[config.mk]
export PLATFORM = sky130hd
export DESIGN_NAME = key_matrix_scan_debounce
export DESIGN_NICKNAME = d
export VERILOG_FILES = /design/src/kmsd_pkg.sv /design/src/kmsd_core.sv /design/src/key_matrix_scan_debounce.sv
export VERILOG_INCLUDE_DIRS = /design/src /design/src/src
export SDC_FILE = /design/constraint.sdc
export NUM_CORES = 1
export LEC_CHECK = 0
export BUFFER_PORTS_ARGS = -buffer_cell sky130_fd_sc_hd__buf_2
export CAP_MARGIN = 5
export CORE_MARGIN = 2
export CORE_UTILIZATION = 23
export DETAILED_ROUTE_END_ITERATION = 7
export REMOVE_ABC_BUFFERS = 1
export SLEW_MARGIN = 5
export SYNTH_ARGS = -nofsm -noshare
export SYNTH_HDL_FRONTEND = slang
export SYNTH_HIERARCHICAL = 1
export SYNTH_SLANG_ARGS = --single-unit
[constraint.sdc]
create_clock -name aclk -period 9.4 [get_ports aclk]
set_input_delay 1.41 -clock aclk [delete_from_list [all_inputs] [get_ports aclk]]
set_output_delay 1.41 -clock aclk [all_outputs]
set_load 0.02 [all_outputs]
[src/assert_macros.svh]
// Assertion macros used by the top level of the key matrix scanner.
`ifndef ASSERT_MACROS_SVH
`define ASSERT_MACROS_SVH

// Clocked assertion that is disabled while reset is asserted.
`define ASSERT_CLKD(label, prop, msg) \
    label: assert property (@(posedge aclk) disable iff (!aresetn) prop) else $error(msg);

// Clocked assertion that also holds during reset.
`define ASSERT_CLK(label, prop, msg) \
    label: assert property (@(posedge aclk) prop) else $error(msg);

`endif

[src/kmsd_pkg.sv]
// Package with the types, constants and helper functions of the key matrix scanner.
package kmsd_pkg;

    // Default number of matrix rows and reset value of the debounce register.
    localparam int          ROWS_DEFAULT   = 14;
    localparam logic [7:0]  DEBOUNCE_RESET = 8'd5;

    // Fixed field widths.
    localparam int ROW_IDX_W   = 4;
    localparam int PORT_W      = 8;
    localparam int KEY_W       = 6;
    localparam int KEYS_DOWN_W = 7;
    localparam int CNT_W       = 8;
    localparam int POP_W       = 3;

    // One result transaction as it leaves the matrix core.
    typedef struct packed {
        logic [KEY_W-1:0]       stable_row;
        logic                   settled;
        logic                   bounced;
        logic [KEYS_DOWN_W-1:0] keys_down;
    } result_t;

    // Active-low port bits 0,1,4,5,6,7 become key bits 0 to 5.
    function automatic logic [KEY_W-1:0] port_to_keys(input logic [PORT_W-1:0] port);
        port_to_keys = ~{port[7:4], port[1:0]};
    endfunction

    // Number of pressed keys in one row.
    function automatic logic [POP_W-1:0] popcount_row(input logic [KEY_W-1:0] keys);
        logic [POP_W-1:0] n;
        n = '0;
        for (int b = 0; b < KEY_W; b++) begin
            n = n + POP_W'(keys[b]);
        end
        popcount_row = n;
    endfunction

endpackage

[src/kmsd_core.sv]
// Matrix state, debounce countdown and result forming for one sampled row.
module kmsd_core #(
    parameter int ROWS = kmsd_pkg::ROWS_DEFAULT
) (
    input  logic                             aclk,
    input  logic                             aresetn,
    input  logic                             step_en,
    input  logic [kmsd_pkg::ROW_IDX_W-1:0]   row_index,
    input  logic [kmsd_pkg::PORT_W-1:0]      column_port,
    input  logic                             scan_end,
    input  logic                             cfg_wr_en,
    input  logic [kmsd_pkg::CNT_W-1:0]       cfg_wr_data,
    output kmsd_pkg::result_t                result
);

    localparam int ROW_W = (ROWS > 1) ? $clog2(ROWS) : 1;

    logic [kmsd_pkg::KEY_W-1:0]       working_reg [0:ROWS-1];
    logic [kmsd_pkg::KEY_W-1:0]       stable_reg  [0:ROWS-1];
    logic [kmsd_pkg::CNT_W-1:0]       quiet_reg;
    logic [kmsd_pkg::CNT_W-1:0]       debounce_reg;
    logic [kmsd_pkg::KEYS_DOWN_W-1:0] work_count_reg;
    logic [kmsd_pkg::KEYS_DOWN_W-1:0] stable_count_reg;

    logic [ROW_W-1:0]                 row_sel;
    logic                             in_range;
    logic [kmsd_pkg::KEY_W-1:0]       keys;
    logic [kmsd_pkg::KEY_W-1:0]       old_keys;
    logic                             changed;
    logic [kmsd_pkg::CNT_W-1:0]       quiet_loaded;
    logic                             count_down;
    logic [kmsd_pkg::CNT_W-1:0]       quiet_next;
    logic                             commit;
    logic [kmsd_pkg::KEYS_DOWN_W-1:0] work_count_next;
    logic [kmsd_pkg::KEYS_DOWN_W-1:0] stable_count_next;
    logic [kmsd_pkg::KEY_W-1:0]       row_out;

    // Sample compare, counter reload and end-of-scan countdown.
    always_comb begin
        row_sel      = row_index[ROW_W-1:0];
        in_range     = ({1'b0, row_index} < (kmsd_pkg::ROW_IDX_W + 1)'(ROWS));
        keys         = kmsd_pkg::port_to_keys(column_port);
        old_keys     = in_range ? working_reg[row_sel] : '0;
        changed      = in_range && (old_keys != keys);
        quiet_loaded = changed ? ((debounce_reg == '0) ? kmsd_pkg::CNT_W'(1) : debounce_reg)
                               : quiet_reg;
        count_down   = scan_end && (quiet_loaded != '0);
        quiet_next   = count_down ? (quiet_loaded - kmsd_pkg::CNT_W'(1)) : quiet_loaded;
        commit       = count_down && (quiet_next == '0);
    end

    // The working matrix count follows each row change, so a commit copies it.
    always_comb begin
        work_count_next = work_count_reg;
        if (changed) begin
            work_count_next = work_count_reg
                            - kmsd_pkg::KEYS_DOWN_W'(kmsd_pkg::popcount_row(old_keys))
                            + kmsd_pkg::KEYS_DOWN_W'(kmsd_pkg::popcount_row(keys));
        end
        stable_count_next = commit ? work_count_next : stable_count_reg;
    end

    // Stable bits of the sampled row as they stand after this step.
    always_comb begin
        if (!in_range) begin
            row_out = '0;
        end else if (commit) begin
            row_out = keys;
        end else begin
            row_out = stable_reg[row_sel];
        end
        result.stable_row = row_out;
        result.settled    = (quiet_next == '0);
        result.bounced    = changed && (quiet_reg != '0);
        result.keys_down  = stable_count_next;
    end

    // Matrix state and the debounce register.
    always_ff @(posedge aclk) begin
        if (!aresetn) begin
            for (int i = 0; i < ROWS; i++) begin
                working_reg[i] <= '0;
                stable_reg[i]  <= '0;
            end
            quiet_reg        <= kmsd_pkg::DEBOUNCE_RESET;
            debounce_reg     <= kmsd_pkg::DEBOUNCE_RESET;
            work_count_reg   <= '0;
            stable_count_reg <= '0;
        end else begin
            if (cfg_wr_en) begin
                debounce_reg <= cfg_wr_data;
            end
            if (step_en) begin
                if (changed) begin
                    working_reg[row_sel] <= keys;
                end
                if (commit) begin
                    for (int i = 0; i < ROWS; i++) begin
                        stable_reg[i] <= (changed && (row_sel == ROW_W'(i))) ? keys
                                                                              : working_reg[i];
                    end
                end
                quiet_reg        <= quiet_next;
                work_count_reg   <= work_count_next;
                stable_count_reg <= stable_count_next;
            end
        end
    end

endmodule

[src/key_matrix_scan_debounce.sv]
// Top level of the key matrix scanner with debounce: handshake and result register.
//
//  Channel   Direction  Handshake           Payload
//  s_        in         s_valid / s_ready   s_row_index, s_column_port, s_scan_end
//  m_        out        m_valid / m_ready   m_stable_row, m_settled, m_bounced, m_keys_down
//  cfg_      in         cfg_wr_en           cfg_wr_data (debounce scans)
//
// One row transaction is accepted per cycle unless the output stalls; its result appears in
// the output register in the cycle after acceptance. The whole step, including the parallel
// commit of the matrix, is one combinational pass between the state and the result register.
// Reset is synchronous and active low; it clears both matrices and loads the counter.
// A stalled result holds the output register and the input side only while it is full.
module key_matrix_scan_debounce #(
    parameter int ROWS = kmsd_pkg::ROWS_DEFAULT
) (
    input  logic                               aclk,
    input  logic                               aresetn,
    input  logic                               s_valid,
    output logic                               s_ready,
    input  logic [kmsd_pkg::ROW_IDX_W-1:0]     s_row_index,
    input  logic [kmsd_pkg::PORT_W-1:0]        s_column_port,
    input  logic                               s_scan_end,
    output logic                               m_valid,
    input  logic                               m_ready,
    output logic [kmsd_pkg::KEY_W-1:0]         m_stable_row,
    output logic                               m_settled,
    output logic                               m_bounced,
    output logic [kmsd_pkg::KEYS_DOWN_W-1:0]   m_keys_down,
    input  logic                               cfg_wr_en,
    input  logic [kmsd_pkg::CNT_W-1:0]         cfg_wr_data
);

`include "assert_macros.svh"

    // Largest key count the matrix can hold.
    localparam logic [kmsd_pkg::KEYS_DOWN_W-1:0] KEYS_MAX =
        kmsd_pkg::KEYS_DOWN_W'(ROWS * kmsd_pkg::KEY_W);

    logic              m_valid_reg;
    kmsd_pkg::result_t result_reg;
    kmsd_pkg::result_t result_next;
    logic              in_fire;

    // The input side is open whenever the result register is empty or draining.
    assign s_ready = !m_valid_reg || m_ready;
    assign in_fire = s_valid && s_ready;

    kmsd_core #(
        .ROWS (ROWS)
    ) u_core (
        .aclk        (aclk),
        .aresetn     (aresetn),
        .step_en     (in_fire),
        .row_index   (s_row_index),
        .column_port (s_column_port),
        .scan_end    (s_scan_end),
        .cfg_wr_en   (cfg_wr_en),
        .cfg_wr_data (cfg_wr_data),
        .result      (result_next)
    );

    // Result register.
    always_ff @(posedge aclk) begin
        if (!aresetn) begin
            m_valid_reg <= 1'b0;
        end else if (in_fire) begin
            m_valid_reg <= 1'b1;
        end else if (m_ready) begin
            m_valid_reg <= 1'b0;
        end
    end

    always_ff @(posedge aclk) begin
        if (in_fire) begin
            result_reg <= result_next;
        end
    end

    assign m_valid      = m_valid_reg;
    assign m_stable_row = result_reg.stable_row;
    assign m_settled    = result_reg.settled;
    assign m_bounced    = result_reg.bounced;
    assign m_keys_down  = result_reg.keys_down;

    // Checks on the block's own logic.
    `ASSERT_CLKD(a_ready_when_empty, !m_valid_reg |-> s_ready, "input blocked with empty output")
    `ASSERT_CLKD(a_accept_gives_result, in_fire |=> m_valid_reg, "accepted row gave no result")
    `ASSERT_CLKD(a_keys_bound, m_valid_reg |-> (m_keys_down <= KEYS_MAX), "key count too large")

endmodule
* After elaboration in Yosys (flattened, before gate mapping)
Memory sizes are Yosys's and may differ from the RTL's. Index checks and enable logic that the tools add are counted.
Word-level totals: flip-flop bits (word level) 46, memory bits (writable) 168, input bits 26, output and inout port bits 17, word-level logic and storage cells 131, memories kept 2
Cells by class: add/sub/neg operators 13, magnitude comparators 1, equality and inequality tests 14, multiplexer cells 49, bitwise logic cells 15, reduce and logical (&&, ||, !) cells 28
Memory list:
- u_core.stable_reg | words 14, width 6, rd ports 1, clocked after Yosys merged registers in 0, write ports 14, line kmsd_core.sv:19 | logic [kmsd_pkg::KEY_W-1:0] stable_reg [0:ROWS-1];
- u_core.working_reg | words 14, width 6, rd ports 15, clocked after Yosys merged registers in 0, write ports 14, line kmsd_core.sv:18 | logic [kmsd_pkg::KEY_W-1:0] working_reg [0:ROWS-1];
Operators by type and width (count):
- $mux 6 | 31
- $add 3x1->3 | 8
- $eq 4x4->1 const B | 6
- $mux 8 | 3
- $logic_and 1x1->1 | 19
- $eq 4x3->1 const B | 4
- $logic_not 8->1 | 2
- $reduce_bool 8->1 | 2
- $mux 7 | 2
- $or 1x1->1 | 14
- $mux 1 | 12
- $eq 4x2->1 const B | 2
- $sub 8x1->8 const B | 1
- $add 7x3->7 | 1
- $sub 7x3->7 | 1
- $ne 6x6->1 | 1
- $not 6->6 | 1
- $reduce_or 6->1 | 1
- $add 1x1->2 | 2
- $eq 4x1->1 const B | 1
- $logic_not 4->1 | 1
- $lt 4x4->1 const B | 1
- $mux 4 | 1
- $reduce_bool 2->1 | 1
- 2 further kinds | 2

* Logic depth before layout (Yosys ltp)
word-level depth 15, mapped depth 28, gate-level depth less buffers 21

* Cells and area by module
Netlist, hierarchy kept.
By module, submodules not included:
- kmsd_core | times used 1, cells an instance 1021, area an instance 11305.8 um^2, seq. area each 5915.7 um^2
- key_matrix_scan_debounce | times used 1, cells an instance 20, area an instance 508.0 um^2, seq. area each 470.5 um^2

* Least setup slack after synthesis
No wires, ideal clock.
path type input -> register, from input port s_row_index[0] in the netlist's numbering, to memory u_core/stable_reg[0][0] in the netlist's numbering, enable pin, setup time 0.438 ns, data arrival time 8.607 ns, data required time 8.962 ns, setup slack 0.355 ns, stages 27, buffers on the path 8, path through buf_2 > buf_2 > buf_2 > buf_1 > clkbuf_1 > mux4_2 > mux2i_1 > nor2_1 > a21oi_1 > ha_1 > and4b_1 > a31o_1 > buf_4 > clkbuf_1 > mux2i_1 > ha_1 > nor2b_1 > nor2b_1 > a211oi_1 > a21oi_1 > and3_1 > nand4b_1 > mux2_2 > a21oi_1 > buf_4 > a31oi_1 > inv_1
RTL lines:
- start, declared | line key_matrix_scan_debounce.sv:20 | input logic [kmsd_pkg::ROW_IDX_W-1:0] s_row_index,
- end, declared | line kmsd_core.sv:19

==> impl_results.md <==
* Bufs on Longest Clock Path at 3
* Post-Synth XOR/XNOR Area at 0.006672
* P_sw at 0.0007296 W
* Rows at 83
* Main synth FF type: edfxtp_1
* Simple-gate portion of the synthesized area at 0.1504
* Count of state elements after synthesis at 223
* Run status: completed
* Synth top area share at 0.4880
* Chip height at 230.6 um
* Cts hold-fix bufs at 0
* Aggregate global-route resource usage at 0.1144
* Crit path to: u_core/stable_reg[9][4]
* Number of hold violations in the final report at 0
* Kind of critical path: in2reg
* Final min period at 8004 ps
* Largest net degree at the start of global routing at 61
* Vias in the first global route at 7,808
* Compound-Gate Fraction of Synth Area at 0.09595
* Drt initial violations at 835
* First-pass GRT wire length at 47,420 um
* Total grt overflow at 0
* Seq/Total Area, Yosys at 0.5406
* Most frequent CP cell: a21oi_1
* Worst R2R Setup Slack at 2550 ps
* Fin Setup TNS at 0 ps
* Die area at 53,190 sq um
* LEAKAGE at 4.832 nW
* Mux cell area share after synthesis at 0.1377
* Reg2reg path depth at 20
* Die W at 230.6 um
* Synth top cells by count: 250 x nor2_1, 192 x edfxtp_1, 63 x nand2_1, 57 x a21oi_1, 50 x mux2i_1
* Power, Total at 0.002636 W
* RSZ-0062 raised after global routing: no
* Switching part of the total at 0.2768
* Critical path's top delay family: compound AO/OA/AOI/OAI gates
* Slew Limit Fails at 0
* Worst-path cell chain: buf_2 -> mux4_2 -> and4_1 -> a2111oi_0 -> a2111o_1 -> o311ai_2 -> a31o_1 -> a21oi_1 -> ha_1 -> nand2_1 -> or3_1 -> a211oi_1 -> a21oi_1 -> and3_1 -> nand4b_1 -> mux2_2 -> a21oi_1 -> a31oi_1 -> clkinv_2 -> buf_12
* Mapped Area at 11,810 sq um
* H-tree depth at 1
* Via count at 8,093
* Startpoint class of the critical path: input port
* Core ar. at 51,090 sq um
* Post-cts sizing count at 0
* Reg-to-reg endpoint: u_core/stable_reg[9][4]
* DR WL/cell at 17.58 um
* Area delta synth->final at 13.61%
* Largest family of logic cells by synthesized area: simple AND/OR/NAND/NOR gates
* N_diodes at 0
* Comb power frac at 0.205
* Number of synthesized flops with an enable pin at 192
* Multi-input gate area at 4967 sq um
* Ys Warns at 6
* Via density at 4.627
* Crit path depth at 20
* Unique masters post-synth at 66
* CTS Sinks at 223
* Max-slew headroom at 0.2807
* Dpl cells at 1,704
* Max VDD drop at 0.1118 mV
* Placer Congestion at 0.8126
* Num CTS Buffers at 25
* Fmax at 124.9 MHz
* Root buffer selected by CTS: clkbuf_16
* Max reg flops at 93
* CP max FO at 48
* Initial antenna violation count at 2
* HPWL Detailed at 20,590 um
* Top-count cell post-synth: nor2_1
* PD cells at 196.4 nW/um^2
* I/O pins at 43
* Cell taking the most area after synthesis: edfxtp_1
* CP endpoint kind: flip-flop
* Crit path arrival time at 8260 ps
* Slew @ Worst Pin at 1077 ps
* Total Wirelength at 30,760 um
* Ranking of synthesized cells by area: edfxtp_1 49%, nor2_1 7.9%, mux4_2 6.9%, dfxtp_1 5.3%, mux2i_1 4.2%
* Worst Hold Class: reg2reg
* Worst path slowest cell: clkinv_2
* # Post-CTS Setup Buffers at 0
* CP max stage delay at 780 ps
* Adder-cell share of the synthesized area at 0.02648
* First-pass DRT Iterations at 5
* Nets at 1,096
* DRC at 0
* Post-route clock period utilization at 0.8515
* Initial Util at 0.2312
* Syn Inst Count at 1,041
* IO Port Bufs at 40
* Max Cap Violations at 0
* Sequential power share at 0.443
* Clk network pwr share at 0.352
* CTS tree: built
* Avg Synthesized Cell Area at 11.35 sq um
* Reg2reg start: u_core/working_reg[12][2]
* Internal power at 0.001906 W
* Fraction of registers with async set/reset at 0
* Setup crit start: s_row_index[1]
* Clock Latency Late Sink at 530 ps
* Buf/Inv on CP at 3
* Layout cells sized above 1 at 0.1768
* Post-route ant nets at 0
* Worst EP required at 9660 ps
* Fill cells at 5,338
* Skew final at 14.36 ps
* Final setup vio count at 0
* Fin cells at 1,749
* Register area at 6386 sq um
* Worst-path clk slew at 60 ps
[power groups by stage]
stage | Clock (W) | Sequential [W] | Combinational (W)
final | 0.000927 | 0.00117 | 0.000541
after global routing | 0.000983 | 0.00117 | 0.000603
after CTS | 0.000944 | 0.00117 | 0.000542
after detailed placement | 0 | 0.00119 | 0.000536
after global placement | 0 | 0.00119 | 0.000530
after floorplan | 0 | 0.00118 | 0.000382
[area by class of cell]
cell class              instances  share of cell area
clock inverters                 8            0.004754
clock buffers                  37             0.05220
flip-flops and latches        223              0.4758
well taps                     680             0.06339
multi-input cells             711              0.3701
repair buffers                 53             0.02331
inverters                      37             0.01044
[logic make-up after synthesis]
kind of cell	after synthesis
DFF	223
buffers and inverters	115
xor gates and xnor gates	9
and+or+nand+nor	404
AOI/OAI and AO/OA	157
other	1
adders and majority gates	19
muxes	113
[stage by stage]
stage               worst slack, ps    util  hold WS, ps  area (sq um)
finish                         1396  0.2627        476.4         13420
CTS                            1382  0.2627        480.1         13420
floorplan                      1235       -        445.2         11490
global placement              986.2  0.2477        458.3         12660
global route                  978.9  0.2627        492.7         13420
detailed placement            853.3  0.2477        464.7         12660
[worst min-delay path by stage]
stage | startpoint | endpoint | depth (start not counted)
3_5_place_dp | u_core/stable_count_reg[4] | u_core/stable_count_reg[4] | 1
4_1_cts | u_core/stable_count_reg[2] | u_core/stable_count_reg[2] | 1
6_report | u_core/stable_count_reg[5] | u_core/stable_count_reg[5] | 1
5_1_grt | u_core/stable_count_reg[5] | u_core/stable_count_reg[5] | 1
2_1_floorplan | u_core/stable_count_reg[0] | u_core/stable_count_reg[0] | 1
3_3_place_gp | u_core/stable_count_reg[0] | u_core/stable_count_reg[0] | 1
[layer usage]
metal,wire [um],vias up,global-route usage
li1,-,3773,-
met1,13400,3976,0.1579
met2,14280,288,0.1820
met3,2075,54,0.01902
met4,984,2,0.03770
met5,13,-,0
[layout by cell type (no fill, tap or decap), drive strengths merged, types with 7 or more instances in the layout]
cell	instances
a211oi	47
a21oi	57
and2	9
and3	8
buf	53
clkbuf	37
clkinv	7
conb	9
dfxtp	31
edfxtp	192
fa	10
ha	9
inv	37
mux2	26
mux2i	51
mux4	36
nand2	63
nand2b	9
nand3	16
nor2	250
nor2b	7
nor3	8
o21ai	15
o22ai	11
xnor2	7
Note: power is estimated with default switching activity, not from simulation.
